$ cat src/hw/rtl/mtd_pkg.sv
`default_nettype none

package mtd_pkg;

    // longest dot/dash pattern a token may hold
    localparam int MAX_SYMBOLS = 7;
    localparam int SYM_W       = MAX_SYMBOLS;
    localparam int CNT_W       = $clog2(MAX_SYMBOLS + 1);

    typedef logic [SYM_W-1:0] t_sym;
    typedef logic [CNT_W-1:0] t_cnt;
    typedef logic [7:0]       t_char;

    // text bytes with a meaning of their own
    localparam t_char CH_DOT   = 8'h2E;
    localparam t_char CH_DASH  = 8'h2D;
    localparam t_char CH_SLASH = 8'h2F;
    localparam t_char CH_SPACE = 8'h20;

    // one request as seen by the token tracker
    typedef struct packed {
        logic  req;
        logic  eot;
        t_char text;
    } t_tok_in;

    // decode result of one request
    typedef struct packed {
        logic  valid;
        t_char data;
    } t_res;

endpackage

`default_nettype wire

$ cat src/hw/rtl/mtd_token.sv
`default_nettype none

module mtd_token
    import mtd_pkg::*;
(
    input  wire     i_clk,
    input  wire     i_rst_n,
    input  t_tok_in i_in,
    output t_res    o_res
);

    localparam t_char WS_LO    = 8'h09;
    localparam t_char WS_HI    = 8'h0D;

    t_sym r_bits,    n_bits;
    t_cnt r_count,   n_count;
    logic r_open,    n_open;
    logic r_invalid, n_invalid;
    logic r_slash,   n_slash;

    logic is_space;
    logic is_close;
    t_res table_hit;

    function automatic t_res lookup(input t_cnt cnt, input t_sym bits);
        t_res r;
        r.valid = 1'b1;
        r.data  = 8'h00;
        case ({cnt, bits})
            {CNT_W'(2), SYM_W'(7'b0000001)}: r.data = "A";
            {CNT_W'(4), SYM_W'(7'b0001000)}: r.data = "B";
            {CNT_W'(4), SYM_W'(7'b0001010)}: r.data = "C";
            {CNT_W'(3), SYM_W'(7'b0000100)}: r.data = "D";
            {CNT_W'(1), SYM_W'(7'b0000000)}: r.data = "E";
            {CNT_W'(4), SYM_W'(7'b0000010)}: r.data = "F";
            {CNT_W'(3), SYM_W'(7'b0000110)}: r.data = "G";
            {CNT_W'(4), SYM_W'(7'b0000000)}: r.data = "H";
            {CNT_W'(2), SYM_W'(7'b0000000)}: r.data = "I";
            {CNT_W'(4), SYM_W'(7'b0000111)}: r.data = "J";
            {CNT_W'(3), SYM_W'(7'b0000101)}: r.data = "K";
            {CNT_W'(4), SYM_W'(7'b0000100)}: r.data = "L";
            {CNT_W'(2), SYM_W'(7'b0000011)}: r.data = "M";
            {CNT_W'(2), SYM_W'(7'b0000010)}: r.data = "N";
            {CNT_W'(3), SYM_W'(7'b0000111)}: r.data = "O";
            {CNT_W'(4), SYM_W'(7'b0000110)}: r.data = "P";
            {CNT_W'(4), SYM_W'(7'b0001101)}: r.data = "Q";
            {CNT_W'(3), SYM_W'(7'b0000010)}: r.data = "R";
            {CNT_W'(3), SYM_W'(7'b0000000)}: r.data = "S";
            {CNT_W'(1), SYM_W'(7'b0000001)}: r.data = "T";
            {CNT_W'(3), SYM_W'(7'b0000001)}: r.data = "U";
            {CNT_W'(4), SYM_W'(7'b0000001)}: r.data = "V";
            {CNT_W'(3), SYM_W'(7'b0000011)}: r.data = "W";
            {CNT_W'(4), SYM_W'(7'b0001001)}: r.data = "X";
            {CNT_W'(4), SYM_W'(7'b0001011)}: r.data = "Y";
            {CNT_W'(4), SYM_W'(7'b0001100)}: r.data = "Z";
            {CNT_W'(5), SYM_W'(7'b0011111)}: r.data = "0";
            {CNT_W'(5), SYM_W'(7'b0001111)}: r.data = "1";
            {CNT_W'(5), SYM_W'(7'b0000111)}: r.data = "2";
            {CNT_W'(5), SYM_W'(7'b0000011)}: r.data = "3";
            {CNT_W'(5), SYM_W'(7'b0000001)}: r.data = "4";
            {CNT_W'(5), SYM_W'(7'b0000000)}: r.data = "5";
            {CNT_W'(5), SYM_W'(7'b0010000)}: r.data = "6";
            {CNT_W'(5), SYM_W'(7'b0011000)}: r.data = "7";
            {CNT_W'(5), SYM_W'(7'b0011100)}: r.data = "8";
            {CNT_W'(5), SYM_W'(7'b0011110)}: r.data = "9";
            {CNT_W'(6), SYM_W'(7'b0010101)}: r.data = ".";
            {CNT_W'(6), SYM_W'(7'b0110011)}: r.data = ",";
            {CNT_W'(6), SYM_W'(7'b0001100)}: r.data = "?";
            {CNT_W'(6), SYM_W'(7'b0011110)}: r.data = "'";
            {CNT_W'(6), SYM_W'(7'b0101011)}: r.data = "!";
            {CNT_W'(5), SYM_W'(7'b0010010)}: r.data = "/";
            {CNT_W'(5), SYM_W'(7'b0010110)}: r.data = "(";
            {CNT_W'(6), SYM_W'(7'b0101101)}: r.data = ")";
            {CNT_W'(5), SYM_W'(7'b0001000)}: r.data = "&";
            {CNT_W'(6), SYM_W'(7'b0111000)}: r.data = ":";
            {CNT_W'(6), SYM_W'(7'b0101010)}: r.data = ";";
            {CNT_W'(5), SYM_W'(7'b0010001)}: r.data = "=";
            {CNT_W'(5), SYM_W'(7'b0001010)}: r.data = "+";
            {CNT_W'(6), SYM_W'(7'b0100001)}: r.data = "-";
            {CNT_W'(6), SYM_W'(7'b0001101)}: r.data = "_";
            {CNT_W'(6), SYM_W'(7'b0010010)}: r.data = "\"";
            {CNT_W'(7), SYM_W'(7'b0001001)}: r.data = "$";
            {CNT_W'(6), SYM_W'(7'b0011010)}: r.data = "@";
            default: r.valid = 1'b0;
        endcase
        return r;
    endfunction

    assign is_space  = (i_in.text == CH_SPACE) || (i_in.text inside {[WS_LO:WS_HI]});
    assign is_close  = i_in.eot || is_space;
    assign table_hit = lookup(r_count, r_bits);

    // result of closing the current token
    always_comb begin
        o_res.valid = 1'b0;
        o_res.data  = table_hit.data;
        if (i_in.req && is_close && r_open && !r_invalid) begin
            if (r_slash) begin
                o_res.valid = 1'b1;
                o_res.data  = CH_SPACE;
            end else begin
                o_res.valid = table_hit.valid;
            end
        end
    end

    always_comb begin
        n_bits    = r_bits;
        n_count   = r_count;
        n_open    = r_open;
        n_invalid = r_invalid;
        n_slash   = r_slash;
        if (i_in.req) begin
            if (is_close) begin
                n_bits    = '0;
                n_count   = '0;
                n_open    = 1'b0;
                n_invalid = 1'b0;
                n_slash   = 1'b0;
            end else begin
                n_open = 1'b1;
                if (i_in.text == CH_DOT || i_in.text == CH_DASH) begin
                    if (r_slash || r_count >= CNT_W'(MAX_SYMBOLS)) begin
                        n_invalid = 1'b1;
                    end else if (!r_invalid) begin
                        n_bits  = {r_bits[SYM_W-2:0], i_in.text == CH_DASH};
                        n_count = r_count + CNT_W'(1);
                    end
                end else if (i_in.text == CH_SLASH) begin
                    if (r_count == '0 && !r_slash && !r_invalid) begin
                        n_slash = 1'b1;
                    end else begin
                        n_invalid = 1'b1;
                    end
                end else begin
                    n_invalid = 1'b1;
                end
            end
        end
    end

    always_ff @(posedge i_clk) begin
        if (!i_rst_n) begin
            r_bits    <= '0;
            r_count   <= '0;
            r_open    <= 1'b0;
            r_invalid <= 1'b0;
            r_slash   <= 1'b0;
        end else begin
            r_bits    <= n_bits;
            r_count   <= n_count;
            r_open    <= n_open;
            r_invalid <= n_invalid;
            r_slash   <= n_slash;
        end
    end

endmodule

`default_nettype wire

$ cat src/hw/rtl/morse_text_decoder_core.sv
`default_nettype none

// Morse text decoder. Bytes of Morse text ('.', '-', '/', whitespace) stream in
// on the slave side, one request per cycle while tready is high; tuser set means
// end of text, which closes the pending token without a byte. Each closed token
// that is a lone slash or a known dot/dash pattern (up to seven symbols) yields
// one ASCII character on the master side, anything else yields nothing. The
// character of a closing request is registered into the output register or skid;
// a two-entry output buffer (output register plus skid) keeps the input side
// open while a result waits, so tready drops only when both entries are full.
module morse_text_decoder_core
    import mtd_pkg::*;
(
    input  wire       i_clk,
    input  wire       i_rst_n,
    input  wire       i_s_axis_tvalid,
    output logic      o_s_axis_tready,
    input  wire [7:0] i_s_axis_tdata,   // [7:0] text_byte
    input  wire       i_s_axis_tuser,   // [0] end_of_text
    output logic      o_m_axis_tvalid,
    input  wire       i_m_axis_tready,
    output logic [7:0] o_m_axis_tdata   // [7:0] decoded_char
);

    t_tok_in tok_in;
    t_res    res;
    logic    in_acc;
    logic    push;

    logic  r_out_valid,  n_out_valid;
    t_char r_out_data,   n_out_data;
    logic  r_skid_valid, n_skid_valid;
    t_char r_skid_data,  n_skid_data;

    assign o_s_axis_tready = !r_skid_valid;
    assign in_acc          = i_s_axis_tvalid && o_s_axis_tready;

    assign tok_in.req  = in_acc;
    assign tok_in.eot  = i_s_axis_tuser;
    assign tok_in.text = i_s_axis_tdata;

    mtd_token u_token (
        .i_clk   (i_clk),
        .i_rst_n (i_rst_n),
        .i_in    (tok_in),
        .o_res   (res)
    );

    assign push = res.valid;

    always_comb begin
        n_out_valid  = r_out_valid;
        n_out_data   = r_out_data;
        n_skid_valid = r_skid_valid;
        n_skid_data  = r_skid_data;
        if (push) begin
            // skid is empty whenever a request is taken
            if (!r_out_valid || i_m_axis_tready) begin
                n_out_valid = 1'b1;
                n_out_data  = res.data;
            end else begin
                n_skid_valid = 1'b1;
                n_skid_data  = res.data;
            end
        end else if (r_out_valid && i_m_axis_tready) begin
            if (r_skid_valid) begin
                n_out_data   = r_skid_data;
                n_skid_valid = 1'b0;
            end else begin
                n_out_valid = 1'b0;
            end
        end
    end

    always_ff @(posedge i_clk) begin
        if (!i_rst_n) begin
            r_out_valid  <= 1'b0;
            r_skid_valid <= 1'b0;
        end else begin
            r_out_valid  <= n_out_valid;
            r_skid_valid <= n_skid_valid;
        end
        r_out_data  <= n_out_data;
        r_skid_data <= n_skid_data;
    end

    assign o_m_axis_tvalid = r_out_valid;
    assign o_m_axis_tdata  = r_out_data;

`ifndef SYNTH
    a_skid_behind_out: assert property (@(posedge i_clk) disable iff (!i_rst_n)
        r_skid_valid |-> r_out_valid)
        else $error("skid entry held with empty output register");

    a_result_from_request: assert property (@(posedge i_clk) disable iff (!i_rst_n)
        $rose(o_m_axis_tvalid) |-> $past(in_acc))
        else $error("result appeared without an accepted request");

    a_skid_fill_on_stall: assert property (@(posedge i_clk) disable iff (!i_rst_n)
        (push && r_out_valid && !i_m_axis_tready) |=> r_skid_valid)
        else $error("result under stall not parked in skid");
`endif

endmodule

`default_nettype wire

$ cat config.mk
export PLATFORM = sky130hd
export DESIGN_NAME = morse_text_decoder_core
export DESIGN_NICKNAME = d
export VERILOG_FILES = /design/src/hw/rtl/mtd_pkg.sv /design/src/hw/rtl/mtd_token.sv /design/src/hw/rtl/morse_text_decoder_core.sv
export SDC_FILE = /design/constraint.sdc
export NUM_CORES = 1
export LEC_CHECK = 0
export BUFFER_PORTS_ARGS = -buffer_cell sky130_fd_sc_hd__buf_4
export CORE_ASPECT_RATIO = 0.75
export CORE_UTILIZATION = 65
export CTS_CLUSTER_DIAMETER = 150
export DETAILED_ROUTE_END_ITERATION = 7
export GPL_ROUTABILITY_DRIVEN = 0
export PLACE_DENSITY = 0.93
export SLEW_MARGIN = 20
export SYNTH_ARGS = -nofsm -noshare
export SYNTH_HDL_FRONTEND = slang
export SYNTH_HIERARCHICAL = 1
export SYNTH_SLANG_ARGS = --single-unit
$ cat constraint.sdc
create_clock -name i_clk -period 4.8 [get_ports i_clk]
set_clock_uncertainty 0.15 [all_clocks]
set_input_delay 0.72 -clock i_clk [delete_from_list [all_inputs] [get_ports i_clk]]
set_output_delay 0.72 -clock i_clk [all_outputs]
set_load 0.02 [all_outputs]
==> results of run 1 <==
[registers in the layout, summed over array words and instances, names as in the netlist, 3 cells and up]
| register | cells |
|---|---|
| u_token/r_bits | 7 |
| u_token/r_count | 3 |
| r_skid_data | 8 |
| o_m_axis_tdata | 8 |
[area by class of cell]
cell class	count	area [sq um]	share of cell area, %
clock buffers	5	68.8	2.53
clock inverters	3	38.8	1.42
well taps	50	62.6	2.30
repair buffers	26	195	7.17
flip-flops and latches	31	781	28.7
inverters	10	37.5	1.38
multi-input cells	230	1540	56.5
[synthesized netlist by cell type, types with 2 or more instances]
cell type  count  area [sq um]
o21ai_0        7          35.0
edfxtp_1      16           480
nand2b_1       8          50.1
nor3_1        19          95.1
o211ai_1       2          15.0
nand2_1       20          75.1
o2111a_1       2          22.5
a2111oi_0      2          17.5
a22o_1         9          78.8
and4_1         2          17.5
nor2b_1        3          18.8
nor2_1        32           120
or3_1          5          31.3
xor2_1         3          26.3
a221o_1        2          20.0
nor4_1         8          50.1
mux2_4         6          90.1
inv_1         10          37.5
a21oi_1       11          55.1
a31oi_1        7          43.8
nand4_1        3          18.8
a211oi_1       4          30.0
clkbuf_1      12          45.0
o311ai_0       2          17.5
o31ai_1        2          15.0
buf_1          4          15.0
mux2_2         4          45.0
buf_2          4          20.0
xnor2_1        3          26.3
or2_2          3          18.8
mux2i_1        2          20.0
a41oi_1        2          17.5
a211o_1        2          17.5
o21a_1         3          22.5
nor4b_1        5          43.8
nand4bb_1      3          33.8
buf_6          2          22.5
ha_1           3          37.5
dfxtp_1       15           300
nand3_1       10          50.1
and3_1         6          37.5
[through the flow]
stage	setup WS, ns	power, mW	util (%)	std cells	hold slack, ns
2_1_floorplan	1.53	0.294	-	294	0.329
3_3_place_gp	1.32	0.305	75.9	347	0.351
3_5_place_dp	1.11	0.306	75.9	347	0.381
4_1_cts	1.01	0.553	79.0	355	0.393
5_1_grt	0.732	0.565	79.0	355	0.413
6_report	0.923	0.552	79.0	355	0.401
[where the power goes]
part	internal [mW]	switching, mW	total (mW)
Combinational	0.0115	0.0117	0.0232
Clock	0.152	0.0988	0.251
Sequential	0.277	0.00101	0.278
[worst max-delay path, cell delays in order, from the launching register on]
cell and delay [ns]:
dfxtp_1 0.99, nor4bb_1 0.89, a22oi_1 0.14, and3_1 0.20
and3b_1 0.16, a31oi_1 0.16, buf_4 0.25, a21oi_1 0.07
nor2_1 0.51
[per-layer routing]
| metal | up-vias | part of all wire (%) | track usage [%] |
|---|---|---|---|
| li1 | 1136 | - | - |
| met1 | 1146 | 40 | 47.2 |
| met2 | 194 | 43 | 53.7 |
| met3 | 49 | 12 | 9.85 |
| met4 | 0 | 4.1 | 12.0 |
| met5 | - | 0 | 0 |
[cell usage in the layout (no fill, tap or decap), drive strengths merged, types with 3 or more instances in the layout]
| master | n |
|---|---|
| or3 | 5 |
| clkbuf | 5 |
| mux2 | 10 |
| buf | 26 |
| a22o | 9 |
| nand4 | 3 |
| o21ai | 8 |
| o21a | 3 |
| and3 | 6 |
| a211oi | 4 |
| nor3 | 19 |
| a21oi | 11 |
| ha | 3 |
| nand2 | 20 |
| o311ai | 3 |
| nor4 | 8 |
| nand3 | 10 |
| edfxtp | 16 |
| nand2b | 8 |
| nor2 | 32 |
| inv | 10 |
| nor4b | 5 |
| xor2 | 3 |
| or2 | 3 |
| xnor2 | 3 |
| nand4bb | 3 |
| dfxtp | 15 |
| nor2b | 4 |
| a31oi | 7 |
[worst paths after layout]
path / end / depth (start not counted) / from / slack, ns
worst min-delay path: u_token/r_invalid / 2 / u_token/r_invalid / 0.40
worst max register to register: o_m_axis_tdata[0] / 8 / u_token/r_bits[1] / 0.92
worst min register to register: u_token/r_invalid / 2 / u_token/r_invalid / 0.40
worst max-delay path: o_m_axis_tdata[0] / 8 / u_token/r_bits[1] / 0.92
[cells by family (layout without fill, tap and decap cells)]
group                      count (synthesis)  in the layout  share of synthesized area, %
muxes                                     12             12                          6.28
xor gates and xnor gates                   6              6                          2.13
buffers and inverters                     33             44                          5.98
and+or+nand+nor                          138            138                          30.8
other                                      1              1                         0.152
DFF                                       31             31                          31.6
AOI/OAI and AO/OA                         70             70                          21.5
adders and majority gates                  3              3                          1.52
==> metrics.md, run 1 <==
| Metric | Value |
|---|---|
| Fillers | 241 |
| Starting DRT DRC Count | 284 |
| Root Buffer | clkbuf_8 |
| Clock sinks | 31 |
| CTS tree | built |
| Hold Buf Count CTS | 0 |
| Worst rel slew slack | 32.2% |
| Final net count | 320 |
| Total wire length | 6.88 mm |
| Deepest clock path buffer count | 2 |
| Max Fanout on Critical Path | 31 |
| Row count | 18 |
| Worst-margin pin slew | 1.02 ns |
| Prevailing post-synth register cell | edfxtp_1 |
| Max Cap Viol | 0 |
| H-tree levels | 2 |
| Resize count post-CTS | 0 |
| Final setup viols | 0 |
| Post-synthesis register bit count | 31 |
| Syn Area/Cell | 8.40 sq um |
| PwrDens | 203 nW/um^2 |
| Starting Density | 71.6% |
| Clk slew on worst S/H paths | 0.06 ns |
| Hold Violations, Final | 0 |
| Share of layout cells above drive strength 1 | 17.7% |
| Arr. time, crit path | 3.64 ns |
| Leak Pwr | 0.956 nW |
| Pre-antenna DRT Iters | 5 |
| Syn_nets | 310 |
| RSZ-0062 raised after global routing | false |
| Cts bufs inserted | 5 |
| CP required | 4.57 ns |
| GR Util All Layers | 35.1% |
| Final TNS setup | 0 ns |
| IR drop worst, VDD | 0.136 mV |
| Post-route cell area | 2720 sq um |
| PortBufs | 22 |
| Vias | 2525 |
| Critical Path Source Type | register |
| Peak Freq | 0.258 GHz |
| CP Class | register to register |
| Mapped Area | 2470 sq um |
| # DRC | 0 |
| DR WL/cell | 19.4 um |
| Initial antenna violation count | 0 |
| Largest net degree at the start of global routing | 32 |
| Die W | 73.2 um |
| Vias per std cell | 7.11 |
| Post-route ant nets | 0 |
| Vias in the first global route | 2203 |
| Clk Latency, worst-skew pair | 0.29 ns |
| Asr flop ratio synth | 0% |
| Crit path time final | 3.88 ns |
| Post-place instance area | 2620 sq um |
| First-pass GRT wire length | 10.9 mm |
| Die area | 4050 sq um |
| Outcome | finished clean |
| Tcrit/Tclk final | 80.8% |
| Hold WC Path Type | register to register |
| Post-Syn Instances | 294 |
| I/O pin cnt | 23 |
| Slew Limit Fails | 0 |
| Setup bufs post-CTS | 0 |
| Synth unique cells | 67 |
| CORE AREA | 3450 sq um |
| Grt ovf | 0 |
| # diodes | 0 |
| DP HPWL | 4.89 mm |
| P&R area growth vs syn | 10.3% |
| Critical Path End Type | register |
| Seq/Total Area, Yosys | 31.6% |
| Die height | 55.4 um |
| EDFF count, synth | 16 |
| Syn. warnings | 6 |
Power figures use the tool's default switching activity.
==> inputs of run 2 (changes only) <==
CORE_UTILIZATION = 60   (was 65)
PLACE_DENSITY = 0.87   (was 0.93)
clock period = 3.8 ns   (was 4.8 ns; I/O delays follow)
==> run 2 against run 1 <==
Compared with the run above:
- sequential share of layout area is 0.64 points lower
- core utilization fell by 5.8 points
- cell area rose by 2.3%
- largest cell class unchanged
- final cell count is 2.8% higher
- first-iteration DRC count increased by 50%
- via count up 2.8%
- wire length fell by 0.96%
- highest routed layer unchanged
- global-route usage shrank 3.0 points
- power grew 28%
- critical path depth did not move
- critical path type unchanged
- register-to-register slack got worse by 0.63 ns
==> metrics.md, run 2 (synthesized netlist as in run 1, its figures left out) <==
| Metric | Value |
|---|---|
| Switching share of power | 21.0% (was 20.2%) |
| Hold WC Path Type | register to register (unchanged) |
| Max Fanout on Critical Path | 18 (was 31) |
| Clock network fraction of total power | 46.1% (was 45.4%) |
| Worst-margin pin slew | 0.781 ns (was 1.02 ns) |
| Most frequent CP cell | nor4_1 |
| CP Class | register to register (unchanged) |
| P_sw | 148 uW (was 112 uW) |
| Post-route ant nets | 0 (unchanged) |
| Critical Path End Type | register (unchanged) |
| CP max-delay cell | dfxtp_1 (unchanged) |
| Vias | 2596 (was 2525) |
| Vias in the first global route | 2189 (was 2203) |
| # diodes | 0 (unchanged) |
| Pre-antenna DRT Iters | 6 (was 5) |
| Die height | 57.6 um (was 55.4 um) |
| Max Cap Viol | 0 (unchanged) |
| Leak Pwr | 0.998 nW (was 0.956 nW) |
| H-tree levels | 2 (unchanged) |
| Clock sinks | 31 (unchanged) |
| CORE AREA | 3800 sq um (was 3450 sq um) |
| Final setup viols | 0 (unchanged) |
| Clk slew on worst S/H paths | 0.07 ns (was 0.06 ns) |
| Starting DRT DRC Count | 425 (was 284) |
| Outcome | finished clean (unchanged) |
| DR WL/cell | 18.7 um (was 19.4 um) |
| Commonest non-fill, non-tap cell in the layout | buf_4 (was nor2_1) |
| RSZ-0062 raised after global routing | false (unchanged) |
| Post-place instance area | 2680 sq um (was 2620 sq um) |
| Total wire length | 6.81 mm (was 6.88 mm) |
| Worst Path Buf+Inv | 1 (unchanged) |
| Vias per std cell | 7.11 (about the same) |
| Largest net degree at the start of global routing | 21 (was 32) |
| DP HPWL | 4.76 mm (was 4.89 mm) |
| Clk Latency, worst-skew pair | 0.29 ns (about the same) |
| Crit path time final | 3.51 ns (was 3.88 ns) |
| Internal power | 556 uW (was 440 uW) |
| Hold Violations, Final | 0 (unchanged) |
| Setup bufs post-CTS | 0 (unchanged) |
| Critical Path Source Type | register (unchanged) |
| Die area | 4380 sq um (was 4050 sq um) |
| Resize count post-CTS | 0 (unchanged) |
| CTS tree | built (unchanged) |
| Grt ovf | 0 (unchanged) |
| Max stage delay on crit path | 0.72 ns (was 0.99 ns) |
| Hold Buf Count CTS | 0 (unchanged) |
| Root Buffer | clkbuf_8 (unchanged) |
| GR Util All Layers | 32.1% (was 35.1%) |
| Arr. time, crit path | 3.40 ns (was 3.64 ns) |
| Starting Density | 64.9% (was 71.6%) |
| Post-route cell area | 2790 sq um (was 2720 sq um) |
| I/O pin cnt | 23 (unchanged) |
| Row count | 19 (was 18) |
| P&R area growth vs syn | 12.9% (was 10.3%) |
| Flop2flop setup slack | 0.29 ns (was 0.92 ns) |
| Slew Limit Fails | 0 (unchanged) |
| CP required | 3.69 ns (was 4.57 ns) |
| Final TNS setup | 0 ns (unchanged) |
| Die W | 76.1 um (was 73.2 um) |
| PortBufs | 22 (unchanged) |
| Register share of total power | 49.9% (was 50.4%) |
| CP Cell Sequence | nor4_1, nand3_1, nor4_1, a21oi_1, nor4b_1, a31oi_1, buf_4, mux2_4 (was nor4bb_1, a22oi_1, and3_1, and3b_1, a31oi_1, buf_4, a21oi_1, nor2_1) |
| Share of layout cells above drive strength 1 | 19.8% (was 17.7%) |
| Initial antenna violation count | 0 (unchanged) |
| Commonest non-fill, non-tap cells in the layout | 34 x buf_4, 32 x nor2_1, 20 x nand2_1 (was 32 x nor2_1, 26 x buf_4, 20 x nand2_1) |
| Deepest clock path buffer count | 2 (unchanged) |
| # DRC | 0 (unchanged) |
| First-pass GRT wire length | 10.9 mm (about the same) |
| Worst rel slew slack | 47.2% (was 32.2%) |
| Tcrit/Tclk final | 92.3% (was 80.8%) |
| IR drop worst, VDD | 0.166 mV (was 0.136 mV) |
| Power share of the combinational group | 4.0% (was 4.2%) |
| PwrDens | 253 nW/um^2 (was 203 nW/um^2) |
| Cts bufs inserted | 5 (unchanged) |
| Final net count | 328 (was 320) |
| Peak Freq | 0.285 GHz (was 0.258 GHz) |
| CP top delay family | simple AND/OR/NAND/NOR gates (unchanged) |
## run 2: through the flow
stage | power, mW | hold slack (ns) | std cells | utilization [%] | setup slack [ns]
finish | 0.704 | 0.375 | 365 | 73.3 | 0.293
detailed placement | 0.386 | 0.368 | 357 | 70.4 | 0.405
global route | 0.724 | 0.394 | 365 | 73.3 | 0.119
global placement | 0.385 | 0.356 | 357 | 70.4 | 0.555
CTS | 0.703 | 0.377 | 365 | 73.3 | 0.357
floorplan | 0.372 | 0.329 | 294 | - | 0.525
## run 2: layer usage
metal | GRT usage, % | up-vias | wire length [um]
met5 | 0 | - | 0
met4 | 17.3 | 0 | 310
met3 | 9.44 | 48 | 955
met2 | 45.6 | 231 | 2750
met1 | 44.2 | 1165 | 2790
li1 | - | 1152 | -
## run 2: worst paths after layout
kind                      from                 to  depth (start not counted)
min               r_skid_valid       r_skid_valid                          2
max          u_token/r_bits[5]  o_m_axis_tdata[3]                          8
min reg2reg       r_skid_valid       r_skid_valid                          2
max reg2reg  u_token/r_bits[5]  o_m_axis_tdata[3]                          8
## run 2: layout make-up
type                            count  area [sq um]
Multi-Input combinational cell    230          1540
Fill cell                         267          1020
Sequential cell                    31           781
Timing Repair Buffer               34           255
Clock buffer                        5          68.8
Tap cell                           52          65.1
Clock inverter                      3          38.8
Inverter                           10          37.5
## run 2: power groups by stage
stage          sequential (mW)  clock, mW  combinational, mW
3_3_place_gp             0.358          0             0.0268
4_1_cts                  0.351      0.325             0.0275
3_5_place_dp             0.358          0             0.0273
5_1_grt                  0.351      0.342             0.0312
6_report                 0.351      0.325             0.0279
2_1_floorplan            0.358          0             0.0140
## run 2: worst min-delay path: stages (launching register included)
cell and delay (ns):
dfxtp_1 0.35, nand2_1 0.09, a21boi_2 0.05
==> inputs of run 3 (changes only) <==
GPL_TIMING_DRIVEN = 0   (was unset)
SLEW_MARGIN = unset   (was 20)
==> run 3 against run 2 <==
Compared with the run above:
- the run now ends with DRC left
- sequential share of layout area shrank 0.43 points
- die area is the same
- fmax shrank 2.9%
- global-route usage grew 2.4 points
- clock-buffer cell count grew 3
- worst setup slack lost 0.10 ns
- first-iteration DRC count grew 26%
- non-clock buffer count grew 11
- power shrank 3.9%
- sequential cell count is the same
- sequential power is essentially flat
- critical endpoint is now o_m_axis_tdata[0]
- largest cell class unchanged
==> metrics.md, run 3 (synthesized netlist as in run 1, its figures left out) <==
| Metric | Value |
|---|---|
| Largest net degree at the start of global routing | 11 (was 21) |
| M1 WL | 2.87 mm (was 2.79 mm) |
| Crit path to | o_m_axis_tdata[0] (was o_m_axis_tdata[3]) |
| Final TNS setup | 0 ns (unchanged) |
| Outcome | finished, violations left (was finished clean) |
| Critical R2R Launch | u_token/r_bits[4] (was u_token/r_bits[5]) |
| Max Fanout on Critical Path | 10 (was 18) |
| DR WL met3 | 1.01 mm (was 955 um) |
| PortBufs | 22 (unchanged) |
| Min-Delay Path Depth | 2 (unchanged) |
| DR WL/cell | 19.1 um (was 18.7 um) |
| CORE AREA | 3800 sq um (unchanged) |
| Top Layer Used | met4 (unchanged) |
| Final setup viols | 0 (unchanged) |
| CP startpoint | u_token/r_bits[4] (was u_token/r_bits[5]) |
| Clk Latency, worst-skew pair | 0.30 ns (was 0.29 ns) |
| R2r endpoint | o_m_axis_tdata[0] (was o_m_axis_tdata[3]) |
| P&R area growth vs syn | 14.6% (was 12.9%) |
| Slew Limit Fails | 0 (unchanged) |
| Post-route cell area | 2830 sq um (was 2790 sq um) |
| Clk slew on worst S/H paths | 0.07 ns (about the same) |
| Post-place instance area | 2700 sq um (was 2680 sq um) |
| Leak Pwr | 0.997 nW (was 0.998 nW) |
| # diodes | 0 (unchanged) |
| Fillers | 279 (was 267) |
| CTS tree | built (unchanged) |
| H-tree levels | 2 (unchanged) |
| Root Buffer | clkbuf_8 (unchanged) |
| Critical Path Source Type | register (unchanged) |
| Crit path time final | 3.61 ns (was 3.51 ns) |
| Starting DRT DRC Count | 536 (was 425) |
| Pre-antenna DRT Iters | 8 (was 6) |
| DP Worst Slack | -0.189 ns (was 0.405 ns) |
| Max stage delay on crit path | 0.74 ns (was 0.72 ns) |
| DP HPWL | 5.26 mm (was 4.76 mm) |
| Row count | 19 (unchanged) |
| First-pass GRT wire length | 11.6 mm (was 10.9 mm) |
| Peak Freq | 0.277 GHz (was 0.285 GHz) |
| Fin cells | 376 (was 365) |
| Final Total Pwr | 676 uW (was 704 uW) |
| CP max-delay cell | a2111oi_1 (was dfxtp_1) |
| Hold Buf Count CTS | 0 (unchanged) |
| CP Class | register to register (unchanged) |
| Worst Path Buf+Inv | 2 (was 1) |
| CP top delay family | compound AO/OA/AOI/OAI gates (was simple AND/OR/NAND/NOR gates) |
| DP Cell Count | 368 (was 357) |
| Deepest clock path buffer count | 2 (unchanged) |
| Routed wl met2 | 2.96 mm (was 2.75 mm) |
| Post-route ant nets | 0 (unchanged) |
| Flop2flop setup slack | 0.19 ns (was 0.29 ns) |
| Tcrit/Tclk final | 95.0% (was 92.3%) |
| R2r worst-path depth | 10 (was 8) |
| Share of layout cells above drive strength 1 | 18.8% (was 19.8%) |
| Arr. time, crit path | 3.41 ns (was 3.40 ns) |
| Vias per std cell | 6.93 (was 7.11) |
| I/O pin cnt | 23 (unchanged) |
| Total wire length | 7.19 mm (was 6.81 mm) |
| Commonest non-fill, non-tap cells in the layout | 31 x nor2_1, 23 x buf_4, 20 x nand2_1 (was 34 x buf_4, 32 x nor2_1, 20 x nand2_1) |
| Vias | 2604 (was 2596) |
| Final worst setup slack | 0.189 ns (was 0.293 ns) |
| Failing checks | DRC |
| Critical Path End Type | register (unchanged) |
| # DRC | 87 (was 0) |
| Initial antenna violation count | 0 (unchanged) |
| Die W | 76.1 um (unchanged) |
| RSZ-0062 raised after global routing | false (unchanged) |
| Hold WC Path Type | register to register (unchanged) |
| CP Cell Sequence | clkbuf_1, nor4_2, nand2_1, a2111oi_1, a41o_1, nor4b_2, a31oi_2, buf_6, a21oi_1, nor2_2 (was nor4_1, nand3_1, nor4_1, a21oi_1, nor4b_1, a31oi_1, buf_4, mux2_4) |
| Worst rel slew slack | 18.6% (was 47.2%) |
| GR Util All Layers | 34.5% (was 32.1%) |
| CP required | 3.60 ns (was 3.69 ns) |
| Critical path depth | 10 (was 8) |
| Vias in the first global route | 2372 (was 2189) |
| PwrDens | 239 nW/um^2 (was 253 nW/um^2) |
| Commonest non-fill, non-tap cell in the layout | nor2_1 (was buf_4) |
| Final net count | 339 (was 328) |
| Grt ovf | 0 (unchanged) |
| Hold Violations, Final | 0 (unchanged) |
| Die area | 4380 sq um (unchanged) |
| Setup bufs post-CTS | 0 (unchanged) |
| Starting Density | 64.9% (unchanged) |
| Clock sinks | 31 (unchanged) |
| Cts bufs inserted | 5 (unchanged) |
| Die height | 57.6 um (unchanged) |
| Max Cap Viol | 0 (unchanged) |
| Worst-margin pin slew | 1.20 ns (was 0.781 ns) |
| IR drop worst, VDD | 0.208 mV (was 0.166 mV) |
==> run 3: cell count changes in the layout (fill, tap and decap cells not counted), sizes merged <==
cell | before | now
clkbuf | 5 | 20
buf | 34 | 33
bufinv | 1 | 0
clkinv | 2 | 0
==> run 3: metrics by stage <==
stage          hold WS, ns  util, %
3_5_place_dp         0.362     71.0
3_3_place_gp         0.358     71.0
4_1_cts              0.377     73.7
5_1_grt              0.394     74.4
6_report             0.376     74.4
2_1_floorplan        0.329        -
==> run 3: layout make-up <==
cell class	instances	area (sq um)	area share, %
clock buffer	8	101	3.58
timing repair buffer	22	165	5.84
inverter	10	37.5	1.33
multi-input combinational	230	1570	55.5
buffer	23	110	3.89
tap	52	65.1	2.30
sequential	31	781	27.6
==> run 3: worst min-delay path by stage <==
stage / to / start
6_report: u_token/r_open / u_token/r_open
3_5_place_dp: u_token/r_open / u_token/r_open
4_1_cts: u_token/r_open / u_token/r_open
5_1_grt: o_m_axis_tvalid / i_rst_n
2_1_floorplan: u_token/r_open / u_token/r_open
3_3_place_gp: r_skid_valid / r_skid_valid
==> run 3: tightest hold or removal path, cell delays in order, from the launching register on <==
cell,delay (ns)
dfxtp_1,0.33
a21oi_1,0.07
nor2b_1,0.09
==> run 3: power breakdown <==
part	switching, mW	leakage [nW]	total (mW)	internal, mW
logic	0.0138	0.689	0.0295	0.0157
clock network	0.126	0.0506	0.295	0.169
registers	0.00122	0.257	0.351	0.350
==> run 3: metal layers <==
metal / vias up / global-route usage, %
met4: 0 / 14.8
met1: 1141 / 45.6
met3: 58 / 8.80
met5: - / 4.44
li1: 1180 / -
met2: 225 / 53.9
==> run 3: timing repair <==
action	CTS	global route
setup endpoints to repair	8	22
gates cloned	0	0
resized for setup	2	4
